File: config.mk
export PLATFORM = sky130hd
export DESIGN_NAME = dpc_mul
export DESIGN_NICKNAME = d
export VERILOG_FILES = /design/src/rtl/dpc_pkg.sv /design/src/rtl/dpc_mul.sv
export SDC_FILE = /design/constraint.sdc
export NUM_CORES = 2
export LEC_CHECK = 0
export BUFFER_PORTS_ARGS = -buffer_cell sky130_fd_sc_hd__buf_2
export CORE_AREA = 2 2 472 357
export CTS_CLUSTER_DIAMETER = 30
export DETAILED_ROUTE_END_ITERATION = 16
export DIE_AREA = 0 0 474 359
export HOLD_SLACK_MARGIN = 0.12
export PLACE_DENSITY = 0.4
export SYNTH_ARGS = -nofsm -noshare
export SYNTH_HDL_FRONTEND = slang
export SYNTH_SLANG_ARGS = --single-unit
File: constraint.sdc
create_clock -name clk -period 25.6 [get_ports clk]
set_input_delay 0 -clock clk [delete_from_list [all_inputs] [get_ports clk]]
set_output_delay 0 -clock clk [all_outputs]
set_load 0.005 [all_outputs]
File: src/rtl/dpc_pkg.sv
`timescale 1ns / 1ps
// Shared types, constants and fixed-point helpers of the crane derivative block.
// No dependencies.
package dpc_pkg;

	localparam int WORD_W     = 32;
	localparam int FRAC_W     = 16;
	localparam int CFG_IDX_W  = 3;
	localparam int CFG_DATA_W = 23;

	localparam int LAT_MUL = 2;
	localparam int LAT_SIN = 13;
	localparam int LAT_DIV = WORD_W + 2;

	typedef logic signed [WORD_W-1:0] word_t;

	typedef enum logic [CFG_IDX_W-1:0] {
		REG_TROLLEY_MASS = 3'd0,
		REG_UPPER_MASS   = 3'd1,
		REG_LOWER_MASS   = 3'd2,
		REG_UPPER_LENGTH = 3'd3,
		REG_LOWER_LENGTH = 3'd4,
		REG_GRAVITY      = 3'd5,
		REG_FRICTION     = 3'd6
	} cfg_reg_t;

	localparam logic [22:0] RST_TROLLEY_MASS = 23'd655360;
	localparam logic [21:0] RST_UPPER_MASS   = 22'd196608;
	localparam logic [21:0] RST_LOWER_MASS   = 22'd131072;
	localparam logic [20:0] RST_UPPER_LENGTH = 21'd131072;
	localparam logic [20:0] RST_LOWER_LENGTH = 21'd98304;
	localparam logic [20:0] RST_GRAVITY      = 21'd642908;
	localparam logic [20:0] RST_FRICTION     = 21'd65536;

	localparam logic signed [31:0] PHASE_K = 32'sd683565276;
	localparam logic signed [31:0] Q30_ONE = 32'sd1073741824;
	localparam logic signed [31:0] SIN_C1  = 32'sd1686629713;
	localparam logic signed [31:0] SIN_C3  = 32'sd693598672;
	localparam logic signed [31:0] SIN_C5  = 32'sd85569306;
	localparam logic signed [31:0] SIN_C7  = 32'sd5026995;
	localparam logic signed [31:0] SIN_C9  = 32'sd172272;

	localparam word_t SMAX = word_t'({1'b0, {(WORD_W-1){1'b1}}});
	localparam word_t SMIN = word_t'({1'b1, {(WORD_W-1){1'b0}}});

	function automatic word_t sat33(input logic signed [WORD_W:0] s);
		word_t r;
		if (s[WORD_W] != s[WORD_W-1]) begin
			r = s[WORD_W] ? SMIN : SMAX;
		end else begin
			r = s[WORD_W-1:0];
		end
		return r;
	endfunction

	function automatic word_t sat_add(input word_t a, input word_t b);
		logic signed [WORD_W:0] s;
		s = (WORD_W+1)'(a) + (WORD_W+1)'(b);
		return sat33(s);
	endfunction

	function automatic word_t sat_sub(input word_t a, input word_t b);
		logic signed [WORD_W:0] s;
		s = (WORD_W+1)'(a) - (WORD_W+1)'(b);
		return sat33(s);
	endfunction

	// round half away from zero, then shift right
	function automatic logic signed [63:0] rnd_shr(input logic signed [63:0] v, input int sh);
		logic [63:0] m;
		logic        neg;
		neg = v[63];
		m = neg ? 64'(-v) : 64'(v);
		m = (m + (64'd1 << (sh - 1))) >> sh;
		return neg ? -$signed(m) : $signed(m);
	endfunction

	// product to fixed point: round half away from zero, saturate
	function automatic word_t mul_round(input logic signed [63:0] p);
		logic [63:0] m;
		logic [63:0] lim;
		logic        neg;
		neg = p[63];
		m = neg ? 64'(-p) : 64'(p);
		m = (m + (64'd1 << (FRAC_W - 1))) >> FRAC_W;
		lim = neg ? (64'd1 << (WORD_W - 1)) : ((64'd1 << (WORD_W - 1)) - 64'd1);
		if (m > lim) begin
			m = lim;
		end
		return neg ? WORD_W'(-m) : WORD_W'(m);
	endfunction

endpackage

File: src/rtl/dpc_mul.sv
`timescale 1ns / 1ps
// Two-stage fixed-point multiplier: raw product, then rounding and saturation.
// Depends on dpc_pkg.
module dpc_mul (
	input  logic          clk,
	input  logic          en,
	input  dpc_pkg::word_t a,
	input  dpc_pkg::word_t b,
	output dpc_pkg::word_t y
);
	import dpc_pkg::*;

	logic signed [63:0] prod_s1;
	word_t              y_s2;

	always_ff @(posedge clk) begin
		if (en) begin
			prod_s1 <= a * b;
			y_s2    <= mul_round(prod_s1);
		end
	end

	assign y = y_s2;
endmodule

==> results.cfg <==
[status]
outcome = finished clean

[timing]
maxSlewViolCount = 0
finalSetupTns_ps = 0
tightest_slew_ps = 1110
fmax_mhz = 95.0
hold_viol = 0
setup_viol = 0
grt_setup_unrepaired = no
period_share_pct = 41.1
slew_headroom_pct = 25.7
finClkSkew_ps = 13.4
period_minus_slack_ps = 10520

[place]
gp_congestion = 0.810
placed_area_um2 = 46900
hpwl_um = 111000
io_buffers = 97

[job]
maxCapViolCount = 0

[global_routing]
track_usage_pct = 16.6
grt_pass1_wl_um = 218000
grt_busiest_layer = met1
grt_pass1_vias = 34100
grtUsageMet1_pct = 26.9
grtUsageMet3_pct = 1.88
grt_max_degree = 150
antenna_found_initial = 12
grtUsageMet2_pct = 24.3
grt_overflow_total = 0

[cts]
root_buffer = clkbuf_16
htreeDepth = 3
post-cts-setup-buffers = 0
cts.clk_slew.worst_paths_ps = 80
numCtsBuffers = 9
cts.hold.buffers_added = 0
cts.sinks = 96
cts_tree = yes
clock_path_buffers = 2
clock_latency_ps = 380
post_cts_resized = 0

[synth]
syn_nets = 6151
ys_seq_elements = 96
synthCells = 4785
seq_area_frac_synth_pct = 6.49
yosys-top-cells-area = fa_1 (49%), inv_1 (8.8%), and2_1 (6.8%)
synth_top_cell_area_share_pct = 48.8
synth.largest_area_cell = fa_1
synth_edf_count = 96
syn_avg_cell_area_um2 = 9.28
yosysUniqueCellTypes = 96
ys.flop_type = edfxtp_1
async_flop_share_pct = 0
synth_warnings = 0
syn_area_um2 = 44400

[worst_setup_path]
r2r_cells = 36
crit_path_end_kind = flip-flop
start_kind = flip-flop
cp_slowest_stage_delay_ps = 610
rr_endpoint = y[30]
worstPathArrival_ps = 10620
slowest_stage = nor3_1
path_class = flip-flop to flip-flop
reg2reg_slack_ps = 15080
cp-startpoint = prod_s1[5]
critPathBufInv = 2
crit_required_ps = 25700
crit_family = simple AND/OR/NAND/NOR gates
path_max_fanout = 19
worstSetupEndpoint = y[30]
reg2reg_from = prod_s1[5]
cp_num_cells = 36

[floorplan]
start_util_pct = 26.8
fp.coreArea_um2 = 166000
dieHeight_um = 359
placementRows = 130
io_pins = 98
die_area_um2 = 170000
die_w_um = 474

[layout]
syn_to_final_growth_pct = 6.35
regArea_um2 = 2880
final_area_um2 = 47200
multi_input_area_um2 = 36600
finalNetCount = 6035
final_layout_size_suffix_gt1_share_pct = 4.21
n_fill_cell = 17900

[routing]
via_count = 31300
drc = 0
via_per_inst = 4.52
antenna_left = 0
routedWlPerCell_um = 19.8
drtIter0Drc = 1843
dr.pass1.iters = 7
wl_um = 137000

[hold_path]
hp-class = input port to flip-flop
## cell usage after synthesis, types with 52 or more instances
library cell,n
a21o_1,52
a21oi_1,96
and2_1,483
clkbuf_1,231
edfxtp_1,96
fa_1,1082
ha_1,218
inv_1,1045
nand2_1,611
nor2_1,78
o21ai_0,63
xnor2_1,90
## layout by cell type, fill, tap and decap left out, types with 17 or more instances in the layout
cell,count
fa_1,1082
nand4_1,28
buf_4,34
nand2b_1,28
and2_1,483
a31oi_1,28
or3_1,20
and3_1,24
o21ai_0,63
xnor2_1,90
ha_1,218
a211oi_1,25
inv_1,1045
a21oi_1,96
nor3_1,41
nand3_1,47
nor4_1,26
buf_2,96
nor2_1,78
nor2b_1,39
xor2_1,48
o211ai_1,17
a21o_1,52
nand2_1,611
edfxtp_1,96
## layout make-up
cell class | count | area share, %
Antenna cell | 3 | 0.0159
Sequential cell | 96 | 6.10
Clock inverter | 7 | 0.148
Inverter | 1046 | 8.31
Tap cell | 2244 | 5.94
Multi-Input combinational cell | 3385 | 77.4
Timing Repair Buffer | 131 | 1.60
Clock buffer | 9 | 0.477
## kinds of logic (layout without fill, tap and decap cells)
| kind of cell | after synthesis | in the layout | share of synthesized area [%] |
|---|---|---|---|
| adder cells (fa/ha/maj) | 1300 | 1300 | 54.9 |
| XOR/XNOR | 139 | 139 | 2.76 |
| AND/OR/NAND/NOR | 1497 | 1497 | 17.5 |
| buffers and inverters | 1304 | 1193 | 11.2 |
| multiplexers | 15 | 15 | 0.344 |
| AO/OA/AOI/OAI | 434 | 434 | 6.78 |
| other | 0 | 3 | 0 |
| flip-flops | 96 | 96 | 6.49 |
## metal layers
metal  part of all wire [%]  up-vias
met5                      0        -
met4                   0.36        0
met3                    4.3       29
met2                     42      526
met1                     54    16500
li1                       -    14200
## sequential cells by signal, indices dropped and copies added, names as in the netlist
register / flops
prod_s1: 64
y: 32
## how the worst min path moves through the flow
| stage | start | endpoint | slack [ps] | cells after the start |
|---|---|---|---|---|
| floorplan | en | prod_s1[0] | 110 | 0 |
| global placement | y[11] | y[11] | 400 | 1 |
| detailed placement | y[11] | y[11] | 400 | 1 |
| CTS | en | y[15] | 120 | 1 |
| global route | en | y[9] | 140 | 1 |
| finish | en | y[15] | 120 | 1 |
## stage by stage
step	setup slack, ps	util, %	instances	hold WS [ps]
floorplan	14800	-	4785	112
detailed placement	15140	28.3	6902	405
global placement	15280	28.3	6902	404
global route	14080	28.4	6919	142
finish	15080	28.4	6921	116
CTS	15100	28.4	6918	123
Power is left out: the tool's default activity adds up to more than one toggle a clock period on the data nets, which glitch-free logic cannot reach.
