--- src/rtl/dpc_pkg.sv ---
`timescale 1ns / 1ps
// Shared types, constants and fixed-point helpers of the crane derivative block.
// No dependencies.
package dpc_pkg;

	localparam int WORD_W     = 32;
	localparam int FRAC_W     = 16;
	localparam int CFG_IDX_W  = 3;
	localparam int CFG_DATA_W = 23;

	localparam int LAT_MUL = 2;
	localparam int LAT_SIN = 13;
	localparam int LAT_DIV = WORD_W + 2;

	typedef logic signed [WORD_W-1:0] word_t;

	typedef enum logic [CFG_IDX_W-1:0] {
		REG_TROLLEY_MASS = 3'd0,
		REG_UPPER_MASS   = 3'd1,
		REG_LOWER_MASS   = 3'd2,
		REG_UPPER_LENGTH = 3'd3,
		REG_LOWER_LENGTH = 3'd4,
		REG_GRAVITY      = 3'd5,
		REG_FRICTION     = 3'd6
	} cfg_reg_t;

	localparam logic [22:0] RST_TROLLEY_MASS = 23'd655360;
	localparam logic [21:0] RST_UPPER_MASS   = 22'd196608;
	localparam logic [21:0] RST_LOWER_MASS   = 22'd131072;
	localparam logic [20:0] RST_UPPER_LENGTH = 21'd131072;
	localparam logic [20:0] RST_LOWER_LENGTH = 21'd98304;
	localparam logic [20:0] RST_GRAVITY      = 21'd642908;
	localparam logic [20:0] RST_FRICTION     = 21'd65536;

	localparam logic signed [31:0] PHASE_K = 32'sd683565276;
	localparam logic signed [31:0] Q30_ONE = 32'sd1073741824;
	localparam logic signed [31:0] SIN_C1  = 32'sd1686629713;
	localparam logic signed [31:0] SIN_C3  = 32'sd693598672;
	localparam logic signed [31:0] SIN_C5  = 32'sd85569306;
	localparam logic signed [31:0] SIN_C7  = 32'sd5026995;
	localparam logic signed [31:0] SIN_C9  = 32'sd172272;

	localparam word_t SMAX = word_t'({1'b0, {(WORD_W-1){1'b1}}});
	localparam word_t SMIN = word_t'({1'b1, {(WORD_W-1){1'b0}}});

	function automatic word_t sat33(input logic signed [WORD_W:0] s);
		word_t r;
		if (s[WORD_W] != s[WORD_W-1]) begin
			r = s[WORD_W] ? SMIN : SMAX;
		end else begin
			r = s[WORD_W-1:0];
		end
		return r;
	endfunction

	function automatic word_t sat_add(input word_t a, input word_t b);
		logic signed [WORD_W:0] s;
		s = (WORD_W+1)'(a) + (WORD_W+1)'(b);
		return sat33(s);
	endfunction

	function automatic word_t sat_sub(input word_t a, input word_t b);
		logic signed [WORD_W:0] s;
		s = (WORD_W+1)'(a) - (WORD_W+1)'(b);
		return sat33(s);
	endfunction

	// round half away from zero, then shift right
	function automatic logic signed [63:0] rnd_shr(input logic signed [63:0] v, input int sh);
		logic [63:0] m;
		logic        neg;
		neg = v[63];
		m = neg ? 64'(-v) : 64'(v);
		m = (m + (64'd1 << (sh - 1))) >> sh;
		return neg ? -$signed(m) : $signed(m);
	endfunction

	// product to fixed point: round half away from zero, saturate
	function automatic word_t mul_round(input logic signed [63:0] p);
		logic [63:0] m;
		logic [63:0] lim;
		logic        neg;
		neg = p[63];
		m = neg ? 64'(-p) : 64'(p);
		m = (m + (64'd1 << (FRAC_W - 1))) >> FRAC_W;
		lim = neg ? (64'd1 << (WORD_W - 1)) : ((64'd1 << (WORD_W - 1)) - 64'd1);
		if (m > lim) begin
			m = lim;
		end
		return neg ? WORD_W'(-m) : WORD_W'(m);
	endfunction

endpackage

--- src/rtl/dpc_delay.sv ---
`timescale 1ns / 1ps
// Stall-aware delay line that keeps operands aligned with the pipeline.
// Depends on dpc_pkg.
module dpc_delay #(
	parameter int WIDTH = dpc_pkg::WORD_W,
	parameter int DEPTH = 1
) (
	input  logic             clk,
	input  logic             en,
	input  logic [WIDTH-1:0] d,
	output logic [WIDTH-1:0] q
);
	logic [WIDTH-1:0] tap_s [DEPTH];

	always_ff @(posedge clk) begin
		if (en) begin
			tap_s[0] <= d;
			for (int i = 1; i < DEPTH; i++) begin
				tap_s[i] <= tap_s[i-1];
			end
		end
	end

	assign q = tap_s[DEPTH-1];
endmodule

--- config.mk ---
export PLATFORM = sky130hd
export DESIGN_NAME = dpc_delay
export DESIGN_NICKNAME = d
export VERILOG_FILES = /design/src/rtl/dpc_pkg.sv /design/src/rtl/dpc_delay.sv
export SDC_FILE = /design/constraint.sdc
export NUM_CORES = 1
export LEC_CHECK = 0
export BUFFER_PORTS_ARGS = -buffer_cell sky130_fd_sc_hd__buf_2
export CORE_UTILIZATION = 42
export DETAILED_ROUTE_END_ITERATION = 10
export MAX_ROUTING_LAYER = met4
export PLACE_DENSITY = 0.89
export SKIP_LAST_GASP = 1
export SYNTH_ARGS = -nofsm -noshare
export SYNTH_HDL_FRONTEND = slang
export SYNTH_SLANG_ARGS = --single-unit
--- constraint.sdc ---
create_clock -name clk -period 0.8 [get_ports clk]
set_input_delay 0.04 -clock clk [delete_from_list [all_inputs] [get_ports clk]]
set_output_delay 0.04 -clock clk [all_outputs]
set_load 0.1 [all_outputs]
==> results of run 1 <==
-- synth_stat cells (all sizes together) --
master and number:
edfxtp 32
-- stage by stage --
step           hold WS [ns]  instance area [µm²]   util
3_5_place_dp          0.218                 1820  0.883
3_3_place_gp          0.217                 1820  0.883
2_1_floorplan         0.139                  961      -
-- kinds of logic after synthesis --
logic type	after synthesis	synth area share
DFF	32	1.00
==> impl_results.md, run 1 <==
* Status: stopped before the end
* Stopped at: 4_1_cts
* First error: [ERROR DPL-0038] Utilization greater than 100%, impossible to legalize
* Mean area per synthesized cell at 30.0 µm²
* Num rows at 16
* Sequential share of the synthesized area at 1.00
* Cells after Synth at 32
* Post-Synthesis Net Count at 66
* Share of Yosys cell area claimed by the top area cell type at 1.00
* Yosys reg bits at 32
* # port buffers at 65
* Post-CTS Resized at 0
* Post-CTS Hold Buffers at 32
* Worst-case clock buffer depth at 2
* Dpl ws at between 0.1 and 0.15 ns
* Top Ports at 66
* Clock Sinks at 32
* Warnings, synthesis at 0
* Area contributors post-synth: edfxtp_1 100%
* Initial cell density of the core at 0.466
* GP Congestion at ~0.61
* Post-Synthesis Cell Area at around 960 µm²
* Cell taking the most area after synthesis: edfxtp_1
* Die width at about 50 µm
* # H-tree levels at 2
* Final HPWL DP at around 2.0 mm
* Root Driver: clkbuf_4
* Setup bufs post-CTS at 0
* Placed Cells at 125
* Die height at 49.8 µm
* Distinct cells, synth at 1
* CTS Buf Count at 5
==> run 2, diff against run 1 <==
CORE_AREA = 2 2 63 65   (was not set)
CORE_UTILIZATION = not set   (was 42)
DIE_AREA = 0 0 65 67   (was not set)
MAX_ROUTING_LAYER = not set   (was met4)
PLACE_DENSITY = not set   (was 0.89)
PLACE_DENSITY_LB_ADDON = 0.15   (was not set)
==> impl_results.md, run 2 <==
* Largest net degree at the start of global routing at 21
* Worst Path Buf+Inv at 1
* Final instance area at 2250 µm²
* CTS Buf Count at 5 (unchanged)
* Global-route wire length before repair at approximately 3.2 mm
* Most frequent cells in the layout: 33 x buf_2, 33 x buf_12, 32 x dlygate4sd3_1, 32 x edfxtp_1, 5 x clkbuf_8
* Arrival time worst endpoint at between 0.8 and 0.9 ns
* Area of the multi-input gates at 0 µm²
* Area grow syn2layout at 135%
* Commonest cells in the synthesized netlist: 32 x edfxtp_1
* Grt total ovfl at 0
* Violated checks: setup timing
* Core Util, Final at 0.625
* Vias in the first global route at 691
* Final setup violation count at 32
* Net Sw Power at 1.68 mW
* Initial DRC Count at 9
* Registers with the most flip-flops: tap_s (32)
* P_leak at around 0.93 nW
* Final nets at 172
* Dpl ws at 0.124 ns (-0.0112 ns)
* Max-cap violations at 0
* Top FF cell, synth: edfxtp_1
* CP peak stage delay at between 0.4 and 0.5 ns
* Top Ports at 66 (unchanged)
* DR vias at slightly above 700
* Delay-heaviest family, CP: flip-flops
* Pre-antenna DRT Iters at 4
* Die width at 65 µm (+30%)
* Share of Yosys cell area claimed by the top area cell type at 1.00 (unchanged)
* Startpoint types: flop
* # H-tree levels at 2 (unchanged)
* Core area at ~3600 µm²
* Final Hold Vio Count at 0
* Critical Path RT at 0.76 ns
* Distinct cells, synth at 1 (unchanged)
* Detail Route Antenna Nets at 0
* Die height at 67 µm (+34%)
* WL final at between 2 and 2.5 mm
* N_diodes at 0
* Final Max Tran Viols at 0
* Unrepaired setup endpoints after global routing: yes
* Sequential share of the synthesized area at 1.00 (unchanged)
* CP cell instances: buf_12
* Seq. cell area at just under 1000 µm²
* Int Pwr at 3.25 mW
* Fill cell count at around 260
* Comb_multi_in at 0
* Clock share of power at 0.226
* Pwr/cell area at approximately 2200 nW/µm²
* Slowest cell on crit path: edfxtp_1
* Combinational power share at 0.346
* Tcrit/Tclk final at 1.17
* Num rows at 22 (+6)
* Most numerous cell in the Yosys netlist: edfxtp_1
* Root Driver: clkbuf_8
* Routed len/inst at ~12 µm
* Worst Path Max Fanout at 1
* HP Start: en
* Largest register FFs at 32
* Cell taking the most area after synthesis: edfxtp_1
* Initial cell density of the core at 0.266 (-0.200)
* Status: finished, violations left
* Antenna violations before repair at 0
* Area contributors post-synth: edfxtp_1 100%
* Worst-margin pin slew at 0.152 ns
* GP Congestion at 0.599 (-1.3%)
* Final WS setup at -0.133 ns
* Die area at 4360 µm²
* Setup crit end kind: primary output
* Setup Total Neg Slack at -3.64 ns
* Worst VDD drop at about 1.1 mV
* Flop pwr share at 0.427
* Final HPWL DP at 1.48 mm (-24%)
* Minimum clock period after layout at around 0.93 ns
* Largest reg by FF count: tap_s
* Area of placed instances at 1850 µm² (+1.9%)
* Yosys reg bits at 32 (unchanged)
* Clock Sinks at 32 (unchanged)
* Crit path launch: tap_s[0][25]
* Warnings, synthesis at 0 (unchanged)
* Sw frac at 0.340
* Clk slew on worst S/H paths at roughly 0.060 ns
* Worst-case clock buffer depth at 2 (unchanged)
* Share of layout cells above drive strength 1 at 0.518
* Vias/cell at around 3.8
* Worst hold margin at approximately 0.19 ns
* Hold WC Path Type: primary input to flop
* Synth async-reset ratio at 0 (unchanged)
* Setup bufs post-CTS at 0 (unchanged)
* Cells after Synth at 32 (unchanged)
* Post-Synthesis Cell Area at 961 µm² (unchanged)
* Post-synth EDFFs at 32 (unchanged)
* Post-Synthesis Net Count at 66 (unchanged)
* Slew HR at 0.898
* Mean area per synthesized cell at 30.0 µm² (unchanged)
* # port buffers at 65 (unchanged)
* CTS tree: yes
* Crit Path Class: flop to primary output
* GR Util All Layers at 0.106
* Residual DRC at 0
* FMAX at about 1100 MHz
[run 2: cell counts after synthesis]
No cell type changed its count.
[run 2: logic make-up after synthesis]
logic type  share of synthesized area
flops                            1.00
[run 2: stage by stage]
step                      std cells  power (mW)
after floorplan                  32        3.01
after global placement          147        3.72
after detailed placement        147        3.74
after CTS                       187        4.99
after global routing            187        5.11
final                           187        4.93
[run 2: per-layer routing]
| metal | vias up | global-route usage | wire length (µm) |
|---|---|---|---|
| li1 | 340 | - | - |
| met1 | 323 | 0.0945 | 742 |
| met2 | 42 | 0.191 | 1240 |
| met3 | 2 | 0.0642 | 203 |
| met4 | 0 | 0.0479 | 25 |
| met5 | - | 0 | 0 |
[run 2: what timing repair did]
action / 4_1_cts / 5_1_grt
gates resized for setup: 0 / 0
pin swaps: 0 / 0
endpoints found under the setup margin: 32 / 32
hold buffers: 32 / 0
hold endpoints to repair: 32 / 0
[run 2: worst paths after layout]
kind | endpoint | cells after the start | slack (ns)
setup / recovery | q[25] | 1 | -0.13
hold / removal | tap_s[0][17] | 2 | 0.19
[run 2: cell type report]
class	instances	share of cell area
Clock buffer	7	0.0339
Clock inverter	1	0.00166
Sequential cell	32	0.426
Tap cell	48	0.0266
Timing Repair Buffer	99	0.512
[run 2: power by group through the flow]
stage                     sequential [mW]  clock, mW  combinational, mW
final                                2.10       1.11               1.71
after detailed placement             2.14          0               1.59
after global routing                 2.12       1.25               1.74
after floorplan                      3.01          0                  0
after global placement               2.14          0               1.58
after CTS                            2.11       1.16               1.71
(Power assumes the default switching activity.)
